==> config.mk <==
export PLATFORM = sky130hd
export DESIGN_NAME = jpeg_bit_packer_stuffing_flat
export DESIGN_NICKNAME = d
export VERILOG_FILES = /design/src/rtl/jbps_pkg.sv /design/src/rtl/jbps_in_if.sv /design/src/rtl/jbps_out_if.sv /design/src/rtl/jbps_ctrl.sv /design/src/rtl/jbps_datapath.sv /design/src/rtl/jpeg_bit_packer_stuffing.sv /design/src/flat_wrapper.sv
export SDC_FILE = /design/constraint.sdc
export NUM_CORES = 1
export LEC_CHECK = 0
export BUFFER_PORTS_ARGS = -buffer_cell sky130_fd_sc_hd__clkbuf_2
export CORE_MARGIN = 2
export CORE_UTILIZATION = 40
export CTS_CLUSTER_DIAMETER = 150
export CTS_CLUSTER_SIZE = 20
export DETAILED_ROUTE_END_ITERATION = 8
export PLACE_DENSITY_LB_ADDON = 0.05
export SLEW_MARGIN = 25
export SYNTH_ARGS = -nofsm -noshare
export SYNTH_HDL_FRONTEND = slang
export SYNTH_SLANG_ARGS = --single-unit
==> constraint.sdc <==
create_clock -name clk -period 3.7 [get_ports clk]
set_input_delay 0.74 -clock clk [delete_from_list [all_inputs] [get_ports clk]]
set_output_delay 0.74 -clock clk [all_outputs]
set_load 0.01 [all_outputs]
==> src/rtl/jbps_pkg.sv <==
`timescale 1ns / 1ps

package jbps_pkg;

    // fixed widths of the item fields
    localparam int unsigned CODE_W      = 24;
    localparam int unsigned COUNT_W     = 5;
    localparam int unsigned BYTE_W      = 8;
    localparam int unsigned PEND_W      = 7;
    localparam int unsigned PEND_CNT_W  = 3;
    localparam int unsigned RES_CNT_W   = 3;

    localparam logic [BYTE_W-1:0]    BYTE_ALL_ONES = 8'hFF;
    localparam logic [BYTE_W-1:0]    BYTE_STUFF    = 8'h00;
    localparam logic [RES_CNT_W-1:0] MAX_RESULTS   = 3'd7;

    typedef struct packed {
        logic              mode;
        logic [CODE_W-1:0] code_value;
        logic [COUNT_W-1:0] bit_count;
        logic              marker_flag;
    } in_item_t;

    typedef struct packed {
        logic [BYTE_W-1:0] out_byte;
        logic              last;
    } out_item_t;

    typedef enum logic [1:0] {
        ST_IDLE,
        ST_FLUSH,
        ST_DATA,
        ST_STUFF
    } state_t;

    typedef enum logic [1:0] {
        SRC_FLUSH,
        SRC_DATA,
        SRC_STUFF
    } byte_src_t;

    // controller to datapath
    typedef struct packed {
        logic      accept;
        logic      emit;
        byte_src_t src;
        logic      last;
    } dp_cmd_t;

    // datapath to controller
    typedef struct packed {
        logic has_flush;
        logic k_zero;
        logic k_one;
        logic at_cap;
        logic data_stuff;
        logic out_free;
    } dp_status_t;

endpackage

==> src/rtl/jbps_in_if.sv <==
`timescale 1ns / 1ps

interface jbps_in_if;
    logic               valid;
    logic               ready;
    jbps_pkg::in_item_t data;

    modport source (output valid, output data, input ready);
    modport sink   (input valid, input data, output ready);
endinterface

==> src/rtl/jbps_out_if.sv <==
`timescale 1ns / 1ps

interface jbps_out_if;
    logic                valid;
    logic                ready;
    jbps_pkg::out_item_t data;

    modport source (output valid, output data, input ready);
    modport sink   (input valid, input data, output ready);
endinterface

==> src/rtl/jbps_ctrl.sv <==
`timescale 1ns / 1ps

module jbps_ctrl
(
    input  logic                 clk,
    input  logic                 rst_n,
    input  logic                 in_valid,
    output logic                 in_ready,
    input  jbps_pkg::dp_status_t st,
    output jbps_pkg::dp_cmd_t    cmd
);

    jbps_pkg::state_t state_reg;
    jbps_pkg::state_t state_next;

    // state register
    always_ff @(posedge clk or negedge rst_n)
    begin
        if (!rst_n)
        begin
            state_reg <= jbps_pkg::ST_IDLE;
        end
        else
        begin
            state_reg <= state_next;
        end
    end

    // next state
    always_comb
    begin
        state_next = state_reg;
        unique case (state_reg)
            jbps_pkg::ST_IDLE:
            begin
                if (in_valid)
                begin
                    state_next = jbps_pkg::ST_FLUSH;
                end
            end
            jbps_pkg::ST_FLUSH:
            begin
                if (!st.has_flush)
                begin
                    state_next = st.k_zero ? jbps_pkg::ST_IDLE : jbps_pkg::ST_DATA;
                end
                else if (st.out_free)
                begin
                    state_next = (st.k_zero || st.at_cap) ? jbps_pkg::ST_IDLE
                                                          : jbps_pkg::ST_DATA;
                end
            end
            jbps_pkg::ST_DATA:
            begin
                if (st.out_free)
                begin
                    priority if (st.at_cap || (st.k_one && !st.data_stuff))
                    begin
                        state_next = jbps_pkg::ST_IDLE;
                    end
                    else if (st.data_stuff)
                    begin
                        state_next = jbps_pkg::ST_STUFF;
                    end
                    else
                    begin
                        state_next = jbps_pkg::ST_DATA;
                    end
                end
            end
            jbps_pkg::ST_STUFF:
            begin
                if (st.out_free)
                begin
                    state_next = (st.k_zero || st.at_cap) ? jbps_pkg::ST_IDLE
                                                          : jbps_pkg::ST_DATA;
                end
            end
            default:
            begin
                state_next = jbps_pkg::ST_IDLE;
            end
        endcase
    end

    // commands
    always_comb
    begin
        in_ready   = 1'b0;
        cmd.accept = 1'b0;
        cmd.emit   = 1'b0;
        cmd.src    = jbps_pkg::SRC_FLUSH;
        cmd.last   = 1'b0;
        unique case (state_reg)
            jbps_pkg::ST_IDLE:
            begin
                in_ready   = 1'b1;
                cmd.accept = in_valid;
            end
            jbps_pkg::ST_FLUSH:
            begin
                cmd.emit = st.has_flush && st.out_free;
                cmd.src  = jbps_pkg::SRC_FLUSH;
                cmd.last = st.k_zero || st.at_cap;
            end
            jbps_pkg::ST_DATA:
            begin
                cmd.emit = st.out_free;
                cmd.src  = jbps_pkg::SRC_DATA;
                cmd.last = st.at_cap || (st.k_one && !st.data_stuff);
            end
            jbps_pkg::ST_STUFF:
            begin
                cmd.emit = st.out_free;
                cmd.src  = jbps_pkg::SRC_STUFF;
                cmd.last = st.k_zero || st.at_cap;
            end
            default:
            begin
                in_ready = 1'b0;
            end
        endcase
    end

endmodule

==> src/rtl/jbps_datapath.sv <==
`timescale 1ns / 1ps

module jbps_datapath
#(
    parameter int unsigned MAX_CODE_BITS = 24
)
(
    input  logic                 clk,
    input  logic                 rst_n,
    input  jbps_pkg::in_item_t   item,
    input  jbps_pkg::dp_cmd_t    cmd,
    output jbps_pkg::dp_status_t st,
    input  logic                 out_ready,
    output logic                 out_valid,
    output jbps_pkg::out_item_t  out_item
);

    localparam int unsigned ACC_W     = MAX_CODE_BITS + jbps_pkg::PEND_W;
    localparam int unsigned BYTES_MAX = ACC_W / 8;
    localparam int unsigned TOT_W     = $clog2(ACC_W + 1);
    localparam int unsigned K_W       = $clog2(BYTES_MAX + 1);
    localparam int unsigned IDX_W     = (BYTES_MAX > 1) ? $clog2(BYTES_MAX) : 1;

    logic [jbps_pkg::PEND_W-1:0]     pend_bits_reg, pend_bits_next;
    logic [jbps_pkg::PEND_CNT_W-1:0] pend_cnt_reg, pend_cnt_next;
    logic [BYTES_MAX-1:0][7:0]       word_reg, word_next;
    logic [K_W-1:0]                  k_reg, k_next;
    logic [jbps_pkg::BYTE_W-1:0]     flush_byte_reg, flush_byte_next;
    logic                            has_flush_reg, has_flush_next;
    logic                            mk_reg;
    logic [jbps_pkg::RES_CNT_W-1:0]  n_reg;
    logic                            out_valid_reg;
    jbps_pkg::out_item_t             out_item_reg, out_item_next;

    logic [jbps_pkg::COUNT_W-1:0]    cnt_clamp;
    logic                            pre_flush;
    logic [jbps_pkg::PEND_W-1:0]     eff_bits;
    logic [jbps_pkg::PEND_CNT_W-1:0] eff_cnt;
    logic [ACC_W-1:0]                acc;
    logic [TOT_W-1:0]                total;
    logic [2:0]                      rem;
    logic [ACC_W-1:0]                rem_mask;
    logic [IDX_W-1:0]                k_idx;
    logic [jbps_pkg::BYTE_W-1:0]     data_byte;

    // clamp the code length and splice it behind the pending bits
    always_comb
    begin
        cnt_clamp = (item.bit_count > jbps_pkg::COUNT_W'(MAX_CODE_BITS))
                  ? jbps_pkg::COUNT_W'(MAX_CODE_BITS) : item.bit_count;
        pre_flush = item.marker_flag && (pend_bits_reg > 7'd1);
        eff_bits  = pre_flush ? '0 : pend_bits_reg;
        eff_cnt   = pre_flush ? '0 : pend_cnt_reg;
        acc       = (ACC_W'(eff_bits) << cnt_clamp)
                  | (ACC_W'(item.code_value) & ((ACC_W'(1) << cnt_clamp) - ACC_W'(1)));
        total     = TOT_W'(eff_cnt) + TOT_W'(cnt_clamp);
        rem       = total[2:0];
        rem_mask  = (ACC_W'(1) << rem) - ACC_W'(1);
    end

    // values loaded when an item is accepted
    always_comb
    begin
        flush_byte_next = 8'({1'b0, pend_bits_reg} << (4'd8 - {1'b0, pend_cnt_reg}));
        if (item.mode)
        begin
            has_flush_next = (pend_cnt_reg != '0);
            pend_bits_next = '0;
            pend_cnt_next  = '0;
            word_next      = '0;
            k_next         = '0;
        end
        else
        begin
            has_flush_next = pre_flush && (pend_cnt_reg != '0);
            pend_bits_next = jbps_pkg::PEND_W'(acc & rem_mask);
            pend_cnt_next  = rem;
            word_next      = (BYTES_MAX * 8)'(acc >> rem);
            k_next         = K_W'(total >> 3);
        end
    end

    // byte selection for the result register
    always_comb
    begin
        k_idx     = IDX_W'(k_reg - K_W'(1));
        data_byte = word_reg[k_idx];
        out_item_next.last = cmd.last;
        unique case (cmd.src)
            jbps_pkg::SRC_FLUSH: out_item_next.out_byte = flush_byte_reg;
            jbps_pkg::SRC_DATA:  out_item_next.out_byte = data_byte;
            jbps_pkg::SRC_STUFF: out_item_next.out_byte = jbps_pkg::BYTE_STUFF;
            default:             out_item_next.out_byte = jbps_pkg::BYTE_STUFF;
        endcase
    end

    // status to the controller
    always_comb
    begin
        st.has_flush  = has_flush_reg;
        st.k_zero     = (k_reg == '0);
        st.k_one      = (k_reg == K_W'(1));
        st.at_cap     = (n_reg == jbps_pkg::MAX_RESULTS - 3'd1);
        st.data_stuff = (data_byte == jbps_pkg::BYTE_ALL_ONES) && !mk_reg;
        st.out_free   = !out_valid_reg || out_ready;
    end

    // control registers
    always_ff @(posedge clk or negedge rst_n)
    begin
        if (!rst_n)
        begin
            pend_bits_reg <= '0;
            pend_cnt_reg  <= '0;
            k_reg         <= '0;
            has_flush_reg <= 1'b0;
            n_reg         <= '0;
            out_valid_reg <= 1'b0;
        end
        else
        begin
            if (cmd.accept)
            begin
                pend_bits_reg <= pend_bits_next;
                pend_cnt_reg  <= pend_cnt_next;
                k_reg         <= k_next;
                has_flush_reg <= has_flush_next;
                n_reg         <= '0;
            end
            else if (cmd.emit)
            begin
                n_reg <= n_reg + 3'd1;
                if (cmd.src == jbps_pkg::SRC_DATA)
                begin
                    k_reg <= k_reg - K_W'(1);
                end
            end
            if (cmd.emit)
            begin
                out_valid_reg <= 1'b1;
            end
            else if (out_ready)
            begin
                out_valid_reg <= 1'b0;
            end
        end
    end

    // payload registers
    always_ff @(posedge clk)
    begin
        if (cmd.accept)
        begin
            word_reg       <= word_next;
            flush_byte_reg <= flush_byte_next;
            mk_reg         <= item.marker_flag;
        end
        if (cmd.emit)
        begin
            out_item_reg <= out_item_next;
        end
    end

    assign out_valid = out_valid_reg;
    assign out_item  = out_item_reg;

endmodule

==> src/rtl/jpeg_bit_packer_stuffing.sv <==
`timescale 1ns / 1ps
// channel | role   | payload                                  | accepted when
// codes   | sink   | mode, code_value, bit_count, marker_flag | valid && ready
// stream  | source | out_byte, last                           | valid && ready
//
// one item is taken at a time: the sequencer accepts it, then sends the
// flush byte or idles, then sends each further result byte (up to six).
// the single result register is loaded one byte a cycle, unless stream
// stalls. rst_n clears the pending bits and the sequencer asynchronously.
// a stall on stream holds the sequencer; the next item is taken while the
// final result still waits in the output register.

module jpeg_bit_packer_stuffing
#(
    parameter int unsigned MAX_CODE_BITS = 24
)
(
    input logic         clk,
    input logic         rst_n,
    jbps_in_if.sink     codes,
    jbps_out_if.source  stream
);

    jbps_pkg::dp_cmd_t    cmd;
    jbps_pkg::dp_status_t st;

    // sequencer
    jbps_ctrl u_ctrl
    (
        .clk      (clk),
        .rst_n    (rst_n),
        .in_valid (codes.valid),
        .in_ready (codes.ready),
        .st       (st),
        .cmd      (cmd)
    );

    // bit accumulator and result register
    jbps_datapath
    #(
        .MAX_CODE_BITS (MAX_CODE_BITS)
    )
    u_dp
    (
        .clk       (clk),
        .rst_n     (rst_n),
        .item      (codes.data),
        .cmd       (cmd),
        .st        (st),
        .out_ready (stream.ready),
        .out_valid (stream.valid),
        .out_item  (stream.data)
    );

endmodule

==> src/flat_wrapper.sv <==
// flat-port wrapper written by rule: the top's interface ports become plain ports
module jpeg_bit_packer_stuffing_flat 
#(
    parameter int unsigned MAX_CODE_BITS = 24
)
  (clk, rst_n, codes_valid, codes_data, codes_ready, stream_valid, stream_data, stream_ready);
  jbps_in_if codes_i ();
  jbps_out_if stream_i ();
  input logic clk;
  input logic rst_n;
  input wire logic [$bits(codes_i.valid)-1:0] codes_valid;
  input wire logic [$bits(codes_i.data)-1:0] codes_data;
  output wire logic [$bits(codes_i.ready)-1:0] codes_ready;
  output wire logic [$bits(stream_i.valid)-1:0] stream_valid;
  output wire logic [$bits(stream_i.data)-1:0] stream_data;
  input wire logic [$bits(stream_i.ready)-1:0] stream_ready;
  assign codes_i.valid = codes_valid;
  assign codes_i.data = codes_data;
  assign codes_ready = codes_i.ready;
  assign stream_valid = stream_i.valid;
  assign stream_data = stream_i.data;
  assign stream_i.ready = stream_ready;
  jpeg_bit_packer_stuffing #(.MAX_CODE_BITS(MAX_CODE_BITS)) u_core (.clk(clk), .rst_n(rst_n), .codes(codes_i), .stream(stream_i));
endmodule
==> impl_metrics.csv <==
group,metric,value,unit
sta,rsz0062_at_grt,"no",
detailed_routing,via_per_inst,6.55,
power_and_ir_drop,peakVddDrop,0.296,mV
die,core,14500,µm²
logic_synthesis,synth_ff_type,"edfxtp_1",
cts,cts_tree,"built",
setup_path,critPathTopFamily,"compound AO/OA/AOI/OAI gates",
detailed_routing,routed_wirelength,21.8,mm
run,cap_viol_max_count,0,
detailed_routing,avgRoutedWirePerCell,23.1,µm
die,die_area,15800,µm²
power_and_ir_drop,p_leak,2.73,nW
logic_synthesis,synth_most_common_cell,"nand2_1",
logic_synthesis,synth-seq-cells,61,
logic_synthesis,synth.area.top_cells,"edfxtp_1, dfrtp_1, mux2i_1",
logic_synthesis,synth_top_area_frac,0.213,
logic_synthesis,syn_area,5910,µm²
logic_synthesis,synth_edf_count,42,
setup_path,cp-start-kind,"input port",
setup_path,cp.arrival,3.59,ns
cells_and_area,syn2layout_area_growth,15.0,%
grt,grt.overflow.total,0,
setup_path,crit_slowest_cell,"or4_1",
cts,cts_hold_buf,0,
cts,clockBufferDepth,2,
sta,max_slew.worst_pin.slew,0.880,ns
setup_path,critPathBufInv,2,
cells_and_area,drive_above_1_share,0.221,
setup_path,worstPathCellList,"clkbuf_2 > nor4_1 > buf_4 > nand2_1 > ha_1 > or4_1 > a211o_1 > a21boi_0 > a311oi_1 > mux2i_1 > mux2i_1 > a221oi_2",
logic_synthesis,synthAdderAreaFrac,0.0296,
logic_synthesis,syn_avg_cell_area,8.37,µm²
grt,grt_pass1_wl,34.1,mm
placement,dp_slack,-0.0109,ns
cells_and_area,antennaDiodeCount,0,
sta,final.min_clock_period,3.45,ns
setup_path,worstPathMaxFanout,12,
cells_and_area,largest_reg_flops,24,
cts,post_cts_resized,0,
detailed_routing,firstDrtPassIters,5,
detailed_routing,drc,0,
sta,clock_skew,0.00836,ns
logic_synthesis,yosysTopAreaCell,"edfxtp_1",
logic_synthesis,synthArstFlopShare,0.311,
outcome,outcome,"finished clean",
logic_synthesis,ys_warn_count,0,
detailed_routing,via_count,6176,
placement,gp_congestion,0.968,
grt,grt_max_degree,43,
die,rows,44,
logic_synthesis,synth_cell_types,88,
setup_path,required,3.84,ns
setup_path,cpMostUsedCell,"mux2i_1",
min_path,hold_class,"in2async",
die,die_w,126,µm
logic_synthesis,synth_top_family_by_area,"compound AO/OA/AOI/OAI gates",
cts,numCtsBuffers,9,
logic_synthesis,synthesis.nets,753,
logic_synthesis,synth.cells.most_frequent,"nand2_1, nor2_1, edfxtp_1",
power_and_ir_drop,power.density,820,nW/µm²
grt,track_usage,0.277,
logic_synthesis,yosysSeqAreaShare,0.294,
placement,numPortBuffers,45,
setup_path,end_kind,"flip-flop",
detailed_routing,drt_iter0_drc,559,
sta,fin_ws,0.253,ns
logic_synthesis,synth_mux_area_frac,0.0836,
die,start_util,0.408,
cts,root_buffer,"clkbuf_16",
cts,clkSlewWorstSetupHoldPaths,0.05,ns
cts,clk_latency,0.32,ns
die,die_y,126,µm
cts,cts.htree.levels,3,
setup_path,critPathKind,"in2reg",
setup_path,max_stage_delay,0.45,ns
cts,cts_setup_buffers,0,
sta,slew_headroom,0.411,
cells_and_area,final_nets,801,
sta,max_freq,0.290,GHz
sta,hold_violations,0,
sta,drv_slew,0,
cells_and_area,fin_util,0.470,
placement,dpl.hpwl,16.8,mm
logic_synthesis,synth-compound-area-share,0.317,
grt,grt_pass1_vias,6008,
logic_synthesis,synth_xor_area_frac,0.0146,
sta,setup_viol,0,
detailed_routing,ant_nets,0,
sta,period_share,0.932,
grt,antenna_found_initial,0,
die,io_pins,46,
logic_synthesis,synth-simple-area-share,0.186,
logic_synthesis,synthCells,707,
cts,cts.sinks,61,
final timing paths:
| kind | from | end | slack, ns | depth (start not counted) |
|---|---|---|---|---|
| worst min register to register | u_core.u_dp.pend_cnt_reg[1] | u_core.u_dp.pend_cnt_reg[1] | 0.53 | 2 |
| worst max register to register | u_core.u_dp.pend_bits_reg[6] | u_core.u_dp.pend_bits_reg[6] | 0.49 | 11 |
| max in group asynchronous | rst_n | u_core.u_dp.pend_cnt_reg[1] | 3.01 | 1 |
| worst min-delay path | rst_n | u_core.u_dp.out_valid | 0.36 | 1 |
| worst max-delay path | codes_data[4] | u_core.u_dp.word_reg[8] | 0.25 | 12 |
| min in group clk | u_core.u_dp.pend_cnt_reg[1] | u_core.u_dp.pend_cnt_reg[1] | 0.53 | 2 |
final cells by class:
| cell class | count | area [µm²] |
|---|---|---|
| Timing Repair Buffer | 107 | 703 |
| Fill cell | 1416 | 7680 |
| Clock inverter | 3 | 37.5 |
| Multi-Input combinational cell | 544 | 3730 |
| Sequential cell | 61 | 1740 |
| Inverter | 32 | 123 |
| Clock buffer | 12 | 236 |
| Tap cell | 184 | 230 |
power breakdown:
group | leakage (nW) | switching [mW] | internal (mW) | total (mW)
clock | 0.132 | 0.262 | 0.512 | 0.774
sequential | 0.654 | 0.155 | 1.11 | 1.27
combinational | 1.94 | 2.19 | 1.35 | 3.53
layout by cell type (no fill, tap or decap), types with 28 or more instances in the layout:
cell type	netlist	layout
o22ai_1	30	30
clkbuf_2	0	45
edfxtp_1	42	42
nand2_1	68	68
a21oi_1	35	35
buf_4	6	61
nor2_1	52	52
mux2i_1	28	28
o21ai_0	29	29
inv_1	28	28
worst register-to-register path: stages (launching register included):
cell and delay, ns:
dfrtp_1 0.40, nor4_4 0.38, a21oi_2 0.15, nor2_1 0.13, ha_1 0.20, fa_1 0.54
nor2_1 0.30, nand2_1 0.10, ha_1 0.27, xnor2_1 0.17, a31oi_1 0.14, o31ai_1 0.32
cells by family after synthesis:
logic type	Yosys count
AOI/OAI and AO/OA	253
muxes	46
DFF	61
buffers and inverters	102
xor gates and xnor gates	9
adders and majority gates	14
and+or+nand+nor	222
metrics by stage:
step	hold WS, ns	total power [mW]	instances	instance area (µm²)	TNS [ns]
after floorplan	0.444	3.66	707	5910	0
after global placement	0.522	4.71	928	6530	-0.00290
after detailed placement	0.531	4.75	928	6530	-0.0109
after CTS	0.370	5.54	943	6800	0
after global routing	0.393	5.95	943	6800	0
final	0.364	5.58	943	6800	0
routing by layer:
metal  up-vias  global-route usage  share of wire
met3        74              0.0351          0.062
met5         -                   0              0
met4         0               0.150          0.052
met2       336               0.469           0.48
met1      2959               0.342           0.40
li1       2807                   -              -
(Power assumes the default switching activity.)
